--- src/rtl/dfiir_pkg.sv ---
// Shared types, constants and register codes for the direct form I IIR filter.
package dfiir_pkg;

    localparam int FF_TAPS_DEF = 4;
    localparam int FB_TAPS_DEF = 3;

    localparam int COEF_W = 18;
    localparam int IN_W   = 16;
    localparam int OUT_W  = 24;
    localparam int FRAC_W = 15;
    localparam int IDX_W  = 3;

    typedef logic signed [COEF_W-1:0] coef_t;
    typedef logic signed [IN_W-1:0]   sample_t;
    typedef logic signed [OUT_W-1:0]  result_t;

    localparam result_t OUT_MAX = 24'sh7FFFFF;
    localparam result_t OUT_MIN = 24'sh800000;

    localparam coef_t COEF_ONE = 18'sd32768;

    typedef enum logic [IDX_W-1:0] {
        REG_FF_COEF_0 = 3'd0,
        REG_FF_COEF_1 = 3'd1,
        REG_FF_COEF_2 = 3'd2,
        REG_FF_COEF_3 = 3'd3,
        REG_FB_COEF_1 = 3'd4,
        REG_FB_COEF_2 = 3'd5,
        REG_FB_COEF_3 = 3'd6
    } reg_idx_t;

    typedef struct packed {
        coef_t [3:0] ff;
        coef_t [3:1] fb;
    } coef_set_t;

    typedef struct packed {
        logic       filt_en;
        logic [3:1] fb_en;
    } tap_ctl_t;

    typedef struct packed {
        result_t sample;
        logic    clipped;
    } mac_res_t;

endpackage

--- src/rtl/dfiir_coef_regs.sv ---
// Coefficient register file written through the configuration channel.
module dfiir_coef_regs
    import dfiir_pkg::*;
(
    input  logic                 aclk,
    input  logic                 aresetn,
    input  logic                 cfg_valid,
    input  logic [IDX_W-1:0]     cfg_index,
    input  logic [COEF_W-1:0]    cfg_data,
    output coef_set_t            coefs
);

    // unity gain on the current input, every other tap off
    localparam coef_set_t COEFS_INIT = '{
        ff: {coef_t'(0), coef_t'(0), coef_t'(0), COEF_ONE},
        fb: '0
    };

    coef_set_t coefs_reg;
    coef_set_t coefs_next;

    always_comb begin
        coefs_next = coefs_reg;
        if (cfg_valid) begin
            case (reg_idx_t'(cfg_index))
                REG_FF_COEF_0: coefs_next.ff[0] = coef_t'(cfg_data);
                REG_FF_COEF_1: coefs_next.ff[1] = coef_t'(cfg_data);
                REG_FF_COEF_2: coefs_next.ff[2] = coef_t'(cfg_data);
                REG_FF_COEF_3: coefs_next.ff[3] = coef_t'(cfg_data);
                REG_FB_COEF_1: coefs_next.fb[1] = coef_t'(cfg_data);
                REG_FB_COEF_2: coefs_next.fb[2] = coef_t'(cfg_data);
                REG_FB_COEF_3: coefs_next.fb[3] = coef_t'(cfg_data);
                default: ;  // unmapped index: write dropped
            endcase
        end
    end

    always_ff @(posedge aclk) begin
        if (!aresetn) begin
            coefs_reg <= COEFS_INIT;
        end else begin
            coefs_reg <= coefs_next;
        end
    end

    assign coefs = coefs_reg;

endmodule

--- config.mk ---
export PLATFORM = sky130hd
export DESIGN_NAME = dfiir_coef_regs
export DESIGN_NICKNAME = d
export VERILOG_FILES = /design/src/rtl/dfiir_pkg.sv /design/src/rtl/dfiir_coef_regs.sv
export SDC_FILE = /design/constraint.sdc
export NUM_CORES = 1
export LEC_CHECK = 0
export BUFFER_PORTS_ARGS = -buffer_cell sky130_fd_sc_hd__clkbuf_2
export CORE_MARGIN = 4
export CORE_UTILIZATION = 50
export CTS_CLUSTER_DIAMETER = 200
export DETAILED_ROUTE_END_ITERATION = 8
export GPL_TIMING_DRIVEN = 0
export PLACE_DENSITY = 0.86
export SYNTH_ARGS = -nofsm -noshare
export SYNTH_HDL_FRONTEND = slang
export SYNTH_SLANG_ARGS = --single-unit
--- constraint.sdc ---
create_clock -name aclk -period 2.52 [get_ports aclk]
set_input_delay 0.252 -clock aclk [delete_from_list [all_inputs] [get_ports aclk]]
set_output_delay 0.252 -clock aclk [all_outputs]
set_load 0.02 [all_outputs]
==> results.sh <==
export IMPL_synthDistinctLibCells=14
export IMPL_synth_nets=458
export IMPL_max_slew_margin_rel_pct=65.8
export IMPL_antenna_found_initial=0
export IMPL_fin_tns_setup_ps=0
export IMPL_cp_arrival_ps=1060
export IMPL_finalNonFillerCells=722
export IMPL_worstMarginPinSlew_ps=513
export IMPL_crit_buf_inv=1
export IMPL_reg2reg_slack_ps=1810
export IMPL_cts_root_buf="clkbuf_8"
export IMPL_fmax_mhz=761
export IMPL_final_fill_count=660
export IMPL_dpl_cell_area_um2=5440
export IMPL_powerDensity_nw_per_um2=783
export IMPL_first_pass_iters=4
export IMPL_wirelength_um=12700
export IMPL_grt_pass1_vias=3789
export IMPL_vias=3726
export IMPL_path_max_fanout=2
export IMPL_cpMaxStageDelayCell="dfxtp_1"
export IMPL_n_antenna_cell=0
export IMPL_core_um2=8810
export IMPL_cts_buffers=17
export IMPL_ios=150
export IMPL_syn_avg_cell_area_um2=10.5
export IMPL_grt_remaining_overflow=0
export IMPL_postCtsHoldBufs=0
export IMPL_finalSetupViolCount=0
export IMPL_seq_area_frac_synth_pct=55.3
export IMPL_dp_hpwl_um=9060
export IMPL_synth_yosys_warnings=0
export IMPL_ant_nets=0
export IMPL_fin_worst_skew_ps=0
export IMPL_grt_max_degree=17
export IMPL_status="finished clean"
export IMPL_cap_violations=0
export IMPL_path_cells="clkbuf_2"
export IMPL_gp_congestion=0.814
export IMPL_drcViolationCount=0
export IMPL_cts_setup_buffers=0
export IMPL_worstSetupPathType="reg2out"
export IMPL_htreeDepth=4
export IMPL_critPathLaunchType="register"
export IMPL_portBuffers=148
export IMPL_min_period_over_period_pct=52.2
export IMPL_period_needed_ps=1310
export IMPL_critPathTopFamily="flip-flops"
export IMPL_slowest_delay_ps=350
export IMPL_syn_instance_count=434
export IMPL_drive_above_1_share_pct=31.4
export IMPL_mostFrequentLayoutCell="clkbuf_2"
export IMPL_area_growth_pct=31.8
export IMPL_syn_area_um2=4560
export IMPL_final_area_um2=6010
export IMPL_vdd_drop_max_mv=0.420
export IMPL_die_w_um=103
export IMPL_drv_slew=0
export IMPL_total_power_w=0.00471
export IMPL_grt_usage_pct=24.0
export IMPL_hold_viol=0
export IMPL_ys_seq_elements=126
export IMPL_nNetsFinal=625
export IMPL_rows=34
export IMPL_grt_pass1_wl_um=19200
export IMPL_cp_end_kind="output port"
export IMPL_rsz0062_at_grt="false"
export IMPL_dp_cells=690
export IMPL_cts_sinks=126
export IMPL_largest_reg_flops=126
export IMPL_initial_core_util_pct=51.8
export IMPL_ctsLongestPathBuffers=2
export IMPL_die_area_um2=10700
export IMPL_die_h_um=103
export IMPL_cp_data_required_time_ps=2270
export IMPL_hold_path_class="in2reg"
export IMPL_ctsResizeCount=0
export IMPL_cts_tree="done"
export IMPL_vias_per_cell=5.16
export IMPL_layout_common_cells="148 x clkbuf_2, 143 x nand2_1, 126 x mux2i_1, 126 x dfxtp_1, 16 x clkbuf_16"
export IMPL_wire_per_inst_um=17.6
export IMPL_clock_latency_ps=500
export IMPL_first_iter_violations=119
export IMPL_leakagePower_nw=3.25
export IMPL_clk_pin_slew_ps=60
where the power goes:
part | total, W | internal (W) | switching, W | leakage (nW)
registers | 0.00206 | 0.00204 | 0.0000257 | 1.02
clock network | 0.00234 | 0.00148 | 0.000859 | 0.269
logic | 0.000307 | 0.0000988 | 0.000208 | 1.96
logic make-up after synthesis:
logic type             Yosys count  synth area share, %
multiplexers                   126                 27.7
AND/OR/NAND/NOR                152                 13.6
flip-flops                     126                 55.3
buffers and inverters           30                 3.46
cells in the mapped netlist:
library cell    n  area (µm²)
or4b_1          1        10.0
buf_6           1        11.3
buf_2          11        55.1
nand4bb_1       2        22.5
dfxtp_1       126        2520
buf_4           2        15.0
nand2_1       143         537
buf_12          1        20.0
clkbuf_1       13        48.8
nor4bb_1        1        10.0
mux2i_1       126        1260
buf_1           2        7.51
nor2b_1         2        12.5
nand4b_1        3        26.3
cell type report:
cell class / count / area, µm² / area share (%)
well taps: 108 / 135 / 2.25
clock inverters: 10 / 113 / 1.87
multi-input cells: 278 / 1880 / 31.3
clock buffers: 22 / 463 / 7.70
repair buffers: 148 / 741 / 12.3
flip-flops and latches: 126 / 2520 / 42.0
plain buffers: 30 / 158 / 2.62
metal layers:
metal,track usage [%],vias up,wire [µm]
met1,29.8,1820,5440
met4,9.16,0,160
met2,39.7,114,6330
met5,0,-,0
li1,-,1779,-
met3,6.71,13,765
through the flow:
step | worst slack [ps] | util, % | hold slack (ps)
floorplan | 1210 | - | 412
global placement | 978 | 61.7 | 445
detailed placement | 848 | 61.7 | 451
CTS | 1180 | 68.3 | 53.5
global route | 1160 | 68.3 | 84.4
finish | 1210 | 68.3 | 69.4
worst paths after layout:
path / startpoint / to / cells past startpoint
worst max-delay path: coefs[84]$_SDFFE_PN0P_ / coefs[84] / 1
worst min-delay path: cfg_data[15] / coefs[69]$_SDFFE_PN1P_ / 3
worst max register to register: coefs[20]$_SDFFE_PN0P_ / coefs[20]$_SDFFE_PN0P_ / 2
worst min register to register: coefs[48]$_SDFFE_PN0P_ / coefs[48]$_SDFFE_PN0P_ / 2
Power figures use the tool's default switching activity.
